--- src/rtl/core/bf3_pkg.sv ---
// Shared types and constants for the 3x3 box filter.
// No dependencies; bf3_if, bf3_pos and box_filter_3x3_u8 refer to it by scoped names.
`timescale 1ns / 1ps
`default_nettype none

package bf3_pkg;

	localparam int PIX_W      = 8;   // pixel and result width
	localparam int LW_W       = 12;  // line_width register
	localparam int LC_W       = 13;  // line_count register
	localparam int ROW_W      = 12;  // row counter
	localparam int SUM_W      = 12;  // sum of nine pixels, up to 2295
	localparam int RECIP_W    = 13;
	localparam int PROD_W     = SUM_W + RECIP_W;
	localparam int MIN_DIM    = 3;
	localparam int MAX_ROWS   = 4096;

	// floor(x/9) == (x*7282)>>16 for all x in 0..2295
	localparam logic [RECIP_W-1:0] RECIP_NINE_Q16 = 13'd7282;

	localparam logic [LW_W-1:0] LW_RESET = 12'd640;
	localparam logic [LC_W-1:0] LC_RESET = 13'd480;

	// configuration port
	localparam int CFG_IDX_W  = 1;
	localparam int CFG_DATA_W = 13;
	localparam logic [CFG_IDX_W-1:0] REG_LINE_WIDTH = 1'd0;
	localparam logic [CFG_IDX_W-1:0] REG_LINE_COUNT = 1'd1;

	// per-pixel position flags from the counter block
	typedef struct packed {
		logic emit;  // window is complete, a result follows
		logic eol;
		logic eof;
	} pos_flags_t;

endpackage

`default_nettype wire

--- src/rtl/core/bf3_pos.sv ---
// Configuration registers and column/row position counters.
// Depends on bf3_pkg; instantiated by box_filter_3x3_u8.
`timescale 1ns / 1ps
`default_nettype none

module bf3_pos #(
	parameter int MAX_LINE = 2048,
	parameter int CW       = $clog2(MAX_LINE)
) (
	input  wire logic                             clk,
	input  wire logic                             arst_n,
	input  wire logic                             cfg_wr_en,
	input  wire logic [bf3_pkg::CFG_IDX_W-1:0]    cfg_index,
	input  wire logic [bf3_pkg::CFG_DATA_W-1:0]   cfg_data,
	input  wire logic                             accept,
	input  wire logic                             sof,
	output logic      [CW-1:0]                    col,
	output bf3_pkg::pos_flags_t                   flags
);

	localparam int CMP_W = (CW + 1 > bf3_pkg::LW_W) ? CW + 1 : bf3_pkg::LW_W;

	logic [bf3_pkg::LW_W-1:0]  lw_q;
	logic [bf3_pkg::LC_W-1:0]  lc_q;
	logic [CW-1:0]             col_q;
	logic [bf3_pkg::ROW_W-1:0] row_q;
	logic [bf3_pkg::ROW_W-1:0] row;
	logic [CMP_W-1:0]          lw_x;
	logic [CW-1:0]             last_col;
	logic [bf3_pkg::ROW_W-1:0] last_row;

	always_ff @(posedge clk or negedge arst_n) begin
		if (!arst_n) begin
			lw_q <= bf3_pkg::LW_RESET;
			lc_q <= bf3_pkg::LC_RESET;
		end else if (cfg_wr_en) begin
			unique case (cfg_index)
				bf3_pkg::REG_LINE_WIDTH: lw_q <= cfg_data[bf3_pkg::LW_W-1:0];
				bf3_pkg::REG_LINE_COUNT: lc_q <= cfg_data;
			endcase
		end
	end

	// clamp width to 3..MAX_LINE and count to 3..4096, as last index
	always_comb begin
		lw_x = CMP_W'(lw_q);
		if (lw_x < CMP_W'(bf3_pkg::MIN_DIM)) begin
			last_col = CW'(bf3_pkg::MIN_DIM - 1);
		end else if (lw_x > CMP_W'(MAX_LINE)) begin
			last_col = CW'(MAX_LINE - 1);
		end else begin
			last_col = CW'(lw_x - CMP_W'(1));
		end

		if (lc_q < bf3_pkg::LC_W'(bf3_pkg::MIN_DIM)) begin
			last_row = bf3_pkg::ROW_W'(bf3_pkg::MIN_DIM - 1);
		end else if (lc_q > bf3_pkg::LC_W'(bf3_pkg::MAX_ROWS)) begin
			last_row = bf3_pkg::ROW_W'(bf3_pkg::MAX_ROWS - 1);
		end else begin
			last_row = bf3_pkg::ROW_W'(lc_q - bf3_pkg::LC_W'(1));
		end
	end

	always_comb begin
		col        = sof ? '0 : col_q;
		row        = sof ? '0 : row_q;
		flags.eol  = col >= last_col;
		flags.eof  = flags.eol && (row >= last_row);
		flags.emit = (row >= bf3_pkg::ROW_W'(2)) && (col >= CW'(2));
	end

	always_ff @(posedge clk or negedge arst_n) begin
		if (!arst_n) begin
			col_q <= '0;
			row_q <= '0;
		end else if (accept) begin
			if (flags.eol) begin
				col_q <= '0;
				row_q <= flags.eof ? '0 : row + bf3_pkg::ROW_W'(1);
			end else begin
				col_q <= col + CW'(1);
				row_q <= row;
			end
		end
	end

	a_eol_wraps: assert property (@(posedge clk) disable iff (!arst_n)
		accept && flags.eol |=> col_q == '0)
		else $error("column did not wrap at end of line");

	a_col_steps: assert property (@(posedge clk) disable iff (!arst_n)
		accept && !flags.eol |=> col_q == $past(col) + CW'(1))
		else $error("column did not advance by one");

	a_eof_wraps: assert property (@(posedge clk) disable iff (!arst_n)
		accept && flags.eof |=> row_q == '0 && col_q == '0)
		else $error("position did not return to origin at end of frame");

endmodule

`default_nettype wire

--- config.mk ---
export PLATFORM = sky130hd
export DESIGN_NAME = bf3_pos
export DESIGN_NICKNAME = d
export VERILOG_FILES = /design/src/rtl/core/bf3_pkg.sv /design/src/rtl/core/bf3_pos.sv
export SDC_FILE = /design/constraint.sdc
export NUM_CORES = 1
export LEC_CHECK = 0
export BUFFER_PORTS_ARGS = -buffer_cell sky130_fd_sc_hd__buf_2
export CAP_MARGIN = 10
export CORE_MARGIN = 3
export CORE_UTILIZATION = 35
export DETAILED_ROUTE_END_ITERATION = 8
export PLACE_DENSITY = 0.57
export SETUP_SLACK_MARGIN = 0.2
export SLEW_MARGIN = 20
export SYNTH_ARGS = -nofsm -noshare
export SYNTH_HDL_FRONTEND = slang
export SYNTH_SLANG_ARGS = --single-unit
--- constraint.sdc ---
create_clock -name clk -period 12 [get_ports clk]
set_input_delay 2.4 -clock clk [delete_from_list [all_inputs] [get_ports clk]]
set_output_delay 2.4 -clock clk [all_outputs]
set_load 0.1 [all_outputs]
==> flow_summary_export.csv, run 1 <==
group,metric,value,unit
status,status,"finished clean",
synth,synth.top_cells.by_area,"dfrtp_1 (30%), ha_1 (11%), mux2_2 (7.9%), o21ai_0 (4.9%), dfstp_2 (4.4%)",
global_route,use_met2,24.24,%
clocking,tritoncts,"yes",
timing,relSlewSlack,33.34,%
floorplanning,die_w,106.9,µm
synth,synth_seq_cells,48,
timing,rsz0062_at_grt,"no",
worst_setup_path,critPathKind,"primary input to primary output",
route,drt-vias-per-instance,5.516,
worst_setup_path,crit_end,"flags[1]",
worst_setup_path,reg2reg_to,"col_q[3]",
final_layout,area_growth_syn_to_layout,10.12,%
timing,final_max_slew_viol_count,0,
placement,hpwl,6520,µm
global_route,antenna_found_initial,0,
synth,synth.avg_cell_area,9.174,µm²
global_route,grt_pass1_vias,2932,
global_route,use_met1,22.70,%
clocking,cts_inserted_buffers,5,
worst_setup_path,worstRegToRegCells,14,
clocking,holdBufCountCts,0,
worst_setup_path,critPathLaunch,"sof",
worst_setup_path,worstPathRequired,9600,ps
final_layout,final_area,0.003920,mm²
floorplanning,die-area,0.01142,mm²
route,firstDrtPassIters,4,
placement,placed_cell_area,0.003839,mm²
job,drv_cap,0,
final_layout,fillers,1039,
synth,seq_area_frac_synth,33.95,%
placement,port_buffers,32,
timing,tightestPinTransition,997.8,ps
clocking,clk_latency,310,ps
synth,synth_top_area_cell,"dfrtp_1",
final_layout,nets,463,
worst_setup_path,rrSetupSlack,7260,ps
floorplanning,boundaryPins,33,
worst_setup_path,cp.arrival,5820,ps
timing,fin_crit,8223,ps
min_path,hold_path_class,"register to register",
power_and_ir_drop,cellLeakagePower,1.749,nW
timing,tns,0,ps
global_route,grt_use_met3,2.709,%
clocking,ctsLongestPathBuffers,2,
floorplanning,rows,36,
clocking,cts_resized,0,
synth,async_reset_ff_share,100.0,%
power_and_ir_drop,power_per_cell_area,99.86,mW/mm²
final_layout,layout-drive-gt1-share,19.08,%
global_route,grt-ovfl-total,0,
worst_setup_path,endpoint_kind,"primary output",
timing,fin_crit_sh,68.52,%
clocking,cts.clk_slew.worst_paths,100,ps
placement,routabilityCongestion,0.7850,
route,routed_wl,8482,µm
synth,yosysWarnings,0,
synth,synth_top_area_share,29.53,%
synth,yosysUniqueCellTypes,56,
global_route,grt_max_degree,49,
floorplanning,coreArea,0.009819,mm²
synth,synth_edf_count,0,
synth,synth_nets,438,
clocking,post-cts-setup-buffer-count,0,
synth,synthFlopType,"dfrtp_1",
route,postRouteAntennaNets,0,
clocking,h-tree-depth,2,
worst_setup_path,cp_max_fo,37,
timing,clock_skew,12.87,ps
timing,fmax,121.6,MHz
clocking,clock-root-buffer,"clkbuf_8",
synth,syn_area,0.003560,mm²
worst_setup_path,startpoint_type,"primary input",
route,vias,3017,
global_route,grt_pass1_wl,14530,µm
floorplanning,die_y,106.9,µm
synth,synth_cells,388,
clocking,clock_sink_count,48,
route,wl_per_cell,15.51,µm
global_route,busiest_layer,"met2",
power_and_ir_drop,ir_worst_vdd,0.05514,mV
floorplanning,initial_core_util,36.25,%
final_layout,antenna_cells,0,
route,drt-initial-drc-count,111,
global_route,globalRouteTotalUtil,15.60,%
worst_setup_path,rr_startpoint,"lw_q[4]",
route,drc,0,
timing,hold_viol,0,
min_path,min_from,"col_q[1]",
timing,setup_viol,0,
-- cell usage after synthesis (2+ instances only) --
master and count:
o32ai_1 2, clkbuf_1 13, o211ai_1 3, o2bb2ai_1 4, or3_1 5, a21o_1 5
a22o_1 2, nor3_1 16, o22ai_1 4, xnor2_1 8, dfstp_2 6, nor2b_1 19
dfrtp_1 42, nand2b_1 5, mux2_2 25, o31ai_1 6, xor2_1 12, nand3_1 10
a22oi_1 8, and3_1 7, nand2_1 21, a211oi_1 3, ha_1 31, clkinv_1 3
inv_1 15, a21boi_0 3, o21ai_0 35, nor4_1 7, or4_4 2, nand4_1 2
o21ai_1 3, o21a_1 2, a32o_1 2, mux2i_1 2, nor2_1 22, buf_1 2
nand4b_1 2, a211o_1 2, a21oi_1 10
-- logic make-up (layout without fill, tap and decap cells) --
kind of cell | count (synthesis) | after routing | synth area share (%)
adder cells (fa/ha/maj) | 31 | 31 | 10.90
AO/OA/AOI/OAI | 102 | 102 | 18.81
AND/OR/NAND/NOR | 126 | 126 | 19.16
multiplexers | 27 | 27 | 8.471
buffers and inverters | 34 | 60 | 3.796
XOR/XNOR | 20 | 20 | 4.921
flip-flops | 48 | 48 | 33.95
-- how the worst min path moves through the flow --
stage	to	slack (ps)	depth (start not counted)
floorplan	col_q[1]	460	2
global placement	col_q[1]	510	2
detailed placement	col_q[1]	500	2
CTS	col_q[1]	530	2
global route	col_q[1]	550	2
finish	col_q[1]	530	2
-- critical path: stages --
cell and delay, ps:
buf_2 480, clkinv_1 410, nand2_1 220, ha_1 250, nor2b_1 120, o21ai_0 140, a211o_1 350, nor2_1 620
clkinv_1 410, buf_2 410
-- where the power goes --
part	leakage [nW]	internal, mW	total (mW)	switching [mW]
Combinational	1.11	0.0406	0.0988	0.0582
Sequential	0.600	0.179	0.197	0.0179
Clock	0.0422	0.0411	0.0961	0.0550
Total	1.75	0.260	0.391	0.131
-- cells in the final DEF, fill, tap and decap left out, types with 6 or more instances in the layout --
master / instances
buf_2: 32
nor2b_1: 19
a22oi_1: 8
xor2_1: 12
mux2_2: 25
nor4_1: 7
and3_1: 7
o31ai_1: 6
nand3_1: 10
ha_1: 31
o21ai_0: 35
inv_1: 15
nor3_1: 16
nor2_1: 22
xnor2_1: 8
dfstp_2: 6
a21oi_1: 10
nand2_1: 21
dfrtp_1: 42
-- state kept, by name, summed over array words and instances (netlist names) --
signal	cells
col_q	11
lw_q	12
row_q	12
lc_q	13
-- cell type report --
class	count	area, µm²	share of cell area (%)
Clock buffer	7	76.32	1.947
Clock inverter	1	5.005	0.1277
Inverter	18	67.56	1.724
Multi-Input combinational cell	306	2221	56.65
Sequential cell	48	1209	30.83
Tap cell	133	166.4	4.245
Timing Repair Buffer	34	175.2	4.469
-- metal layers --
metal,share of wire [%],routed length [µm]
met5,0,0
met3,3.9,333
met2,46,3925
met4,0.93,79
met1,49,4144
-- through the flow --
step	utilization (%)	std cells	hold WS, ps	worst slack (ps)	power (mW)
after global placement	39.04	539	512.2	3923	0.2963
after floorplan	-	388	455.5	2919	0.2706
final	39.92	547	530.1	3777	0.3915
after detailed placement	39.09	539	497.4	3800	0.2984
after global routing	39.92	547	552.8	3477	0.4178
after CTS	39.92	547	528.4	3800	0.3961
Note: power is estimated with default switching activity, not from simulation.
==> run 2, diff against run 1 <==
==> constraint.sdc (replaced) <==
create_clock -name clk -period 7.8 [get_ports clk]
set_input_delay 1.56 -clock clk [delete_from_list [all_inputs] [get_ports clk]]
set_output_delay 1.56 -clock clk [all_outputs]
set_load 0.1 [all_outputs]
==> run 2 against run 1 <==
Compared with the run above: clock-buffer cell count fell by 2; via count shrank 0.99%; clock power rose by 95%; largest cell class unchanged; cell count is 0.18% higher; first-iteration DRC count increased by 17%; combinational power is 54% higher; utilization up 0.38 points; wire length increased by 3.3%; die area did not move; total power grew 64%; critical endpoint is now flags[0].
==> flow_summary_export.csv, run 2 (same netlist as run 1, synthesis figures left out) <==
group,metric,value,unit
global_route,grt-ovfl-total,0,
timing,tightestPinTransition,1040,ps
job,drv_cap,0,
floorplanning,die_y,106.9,µm
worst_setup_path,endpoint_kind,"primary output",
worst_setup_path,cp.arrival,4470,ps
floorplanning,die-area,0.01142,mm²
worst_setup_path,critical_path_buf_inv_count,2,
worst_setup_path,cp_max_fo,12,
floorplanning,die_w,106.9,µm
route,wl_per_cell,15.99,µm
clocking,ctsLongestPathBuffers,2,
floorplanning,rows,36,
floorplanning,initial_core_util,36.25,%
status,status,"finished clean",
route,drc,0,
final_layout,antenna_cells,0,
timing,hold_viol,0,
clocking,cts_resized,0,
worst_setup_path,crit_chain,"or3_4 > or4_4 > or4_4 > a2111o_1 > o21ai_0 > ha_1 > a2111oi_0 > o21ai_0 > a311oi_1 > buf_4 > nor2_1 > buf_2",
timing,fin_crit,6027,ps
timing,tns,0,ps
power_and_ir_drop,power_per_cell_area,162.0,mW/mm²
timing,rsz0062_at_grt,"no",
placement,placed_cell_area,0.003841,mm²
placement,hpwl,6665,µm
clocking,tritoncts,"yes",
global_route,grt_max_degree,49,
floorplanning,coreArea,0.009819,mm²
global_route,antenna_found_initial,0,
final_layout,layout_common_cells,"dfrtp_1 (42), o21ai_0 (35), buf_2 (32), ha_1 (31), mux2_2 (25)",
final_layout,layout_commonest_cell,"dfrtp_1",
min_path,hold_path_class,"register to register",
worst_setup_path,critPathKind,"register to primary output",
timing,setup_viol,0,
global_route,grt_pass1_wl,14840,µm
clocking,holdBufCountCts,0,
power_and_ir_drop,ir_worst_vdd,0.1070,mV
floorplanning,boundaryPins,33,
clocking,post-cts-setup-buffer-count,0,
final_layout,area_growth_syn_to_layout,11.18,%
route,firstDrtPassIters,7,
placement,routabilityCongestion,0.9149,
worst_setup_path,cp_top_family,"compound AO/OA/AOI/OAI gates",
worst_setup_path,crit_slowest_cell,"a2111o_1",
worst_setup_path,slowest_delay,530,ps
clocking,clk_latency,310,ps
final_layout,top_register,"lc_q",
timing,fmax,165.9,MHz
route,routed_wl,8763,µm
clocking,cts.clk_slew.worst_paths,90,ps
timing,relSlewSlack,30.53,%
worst_setup_path,worstPathRequired,6240,ps
worst_setup_path,startpoint_type,"register",
worst_setup_path,rrSetupSlack,3140,ps
power_and_ir_drop,power,0.6412,mW
final_layout,nets,464,
route,drt-initial-drc-count,130,
final_layout,top_regs,"lc_q: 13 flops, lw_q: 12 flops, row_q: 12 flops",
clocking,h-tree-depth,2,
route,drt-vias-per-instance,5.451,
final_layout,largest_reg_flops,13,
final_layout,layout-drive-gt1-share,19.76,%
timing,fin_crit_sh,77.27,%
final_layout,final_area,0.003958,mm²
timing,final_max_slew_viol_count,0,
route,postRouteAntennaNets,0,
power_and_ir_drop,cellLeakagePower,1.765,nW
placement,port_buffers,32,
global_route,grt_pass1_vias,2935,
clocking,clock-root-buffer,"clkbuf_8",
clocking,clock_sink_count,48,
clocking,cts_inserted_buffers,5,
timing,clock_skew,4.959,ps
route,vias,2987,
global_route,globalRouteTotalUtil,16.05,%
## run 2: metal layers
layer / up-vias / global-route usage, % / wire length (µm)
met5: - / 0 / 0
met4: 0 / 3.562 / 82
met3: 10 / 3.371 / 395
met2: 64 / 24.82 / 3988
met1: 1430 / 23.08 / 4296
li1: 1483 / - / -
## run 2: final timing paths
kind | start | end | cells after the start
max | lc_q[3] | flags[0] | 12
min | col_q[1] | col_q[1] | 2
max reg2reg | lc_q[3] | row_q[6] | 13
min reg2reg | col_q[1] | col_q[1] | 2
max in group asynchronous | arst_n | col_q[4] | 2
min in group asynchronous | arst_n | lw_q[5] | 2
## run 2: layout make-up
cell class | instances | area [µm²]
clock buffer | 5 | 68.82
tap | 133 | 166.4
fill | 1043 | 5862
sequential | 48 | 1209
clock inverter | 3 | 42.54
inverter | 18 | 67.56
timing repair buffer | 35 | 182.7
multi-input combinational | 306 | 2221
## run 2: metrics by stage
step / cells / util (%) / hold WS (ps) / setup slack (ps)
finish: 548 / 40.30 / 531.9 / 1773
CTS: 548 / 40.25 / 532.0 / 1720
detailed placement: 540 / 39.12 / 503.7 / 1987
global route: 548 / 40.30 / 571.7 / 1409
floorplan: 388 / - / 455.5 / 398.8
global placement: 540 / 39.12 / 499.1 / 2072
## run 2: worst reg2reg max path: cells and delay by family (launching register included)
family	cells	cell delay (ps)
AOI/OAI and AO/OA	7	2020
and+or+nand+nor	4	1640
adders and majority gates	1	290
DFF	1	440
buffers and inverters	1	220
## run 2: report_power, final
group	leakage [nW]	internal (mW)	total, mW	switching, mW
logic	1.11	0.0627	0.152	0.0896
registers	0.600	0.275	0.302	0.0273
clock network	0.0541	0.0950	0.187	0.0917
total	1.76	0.433	0.641	0.209
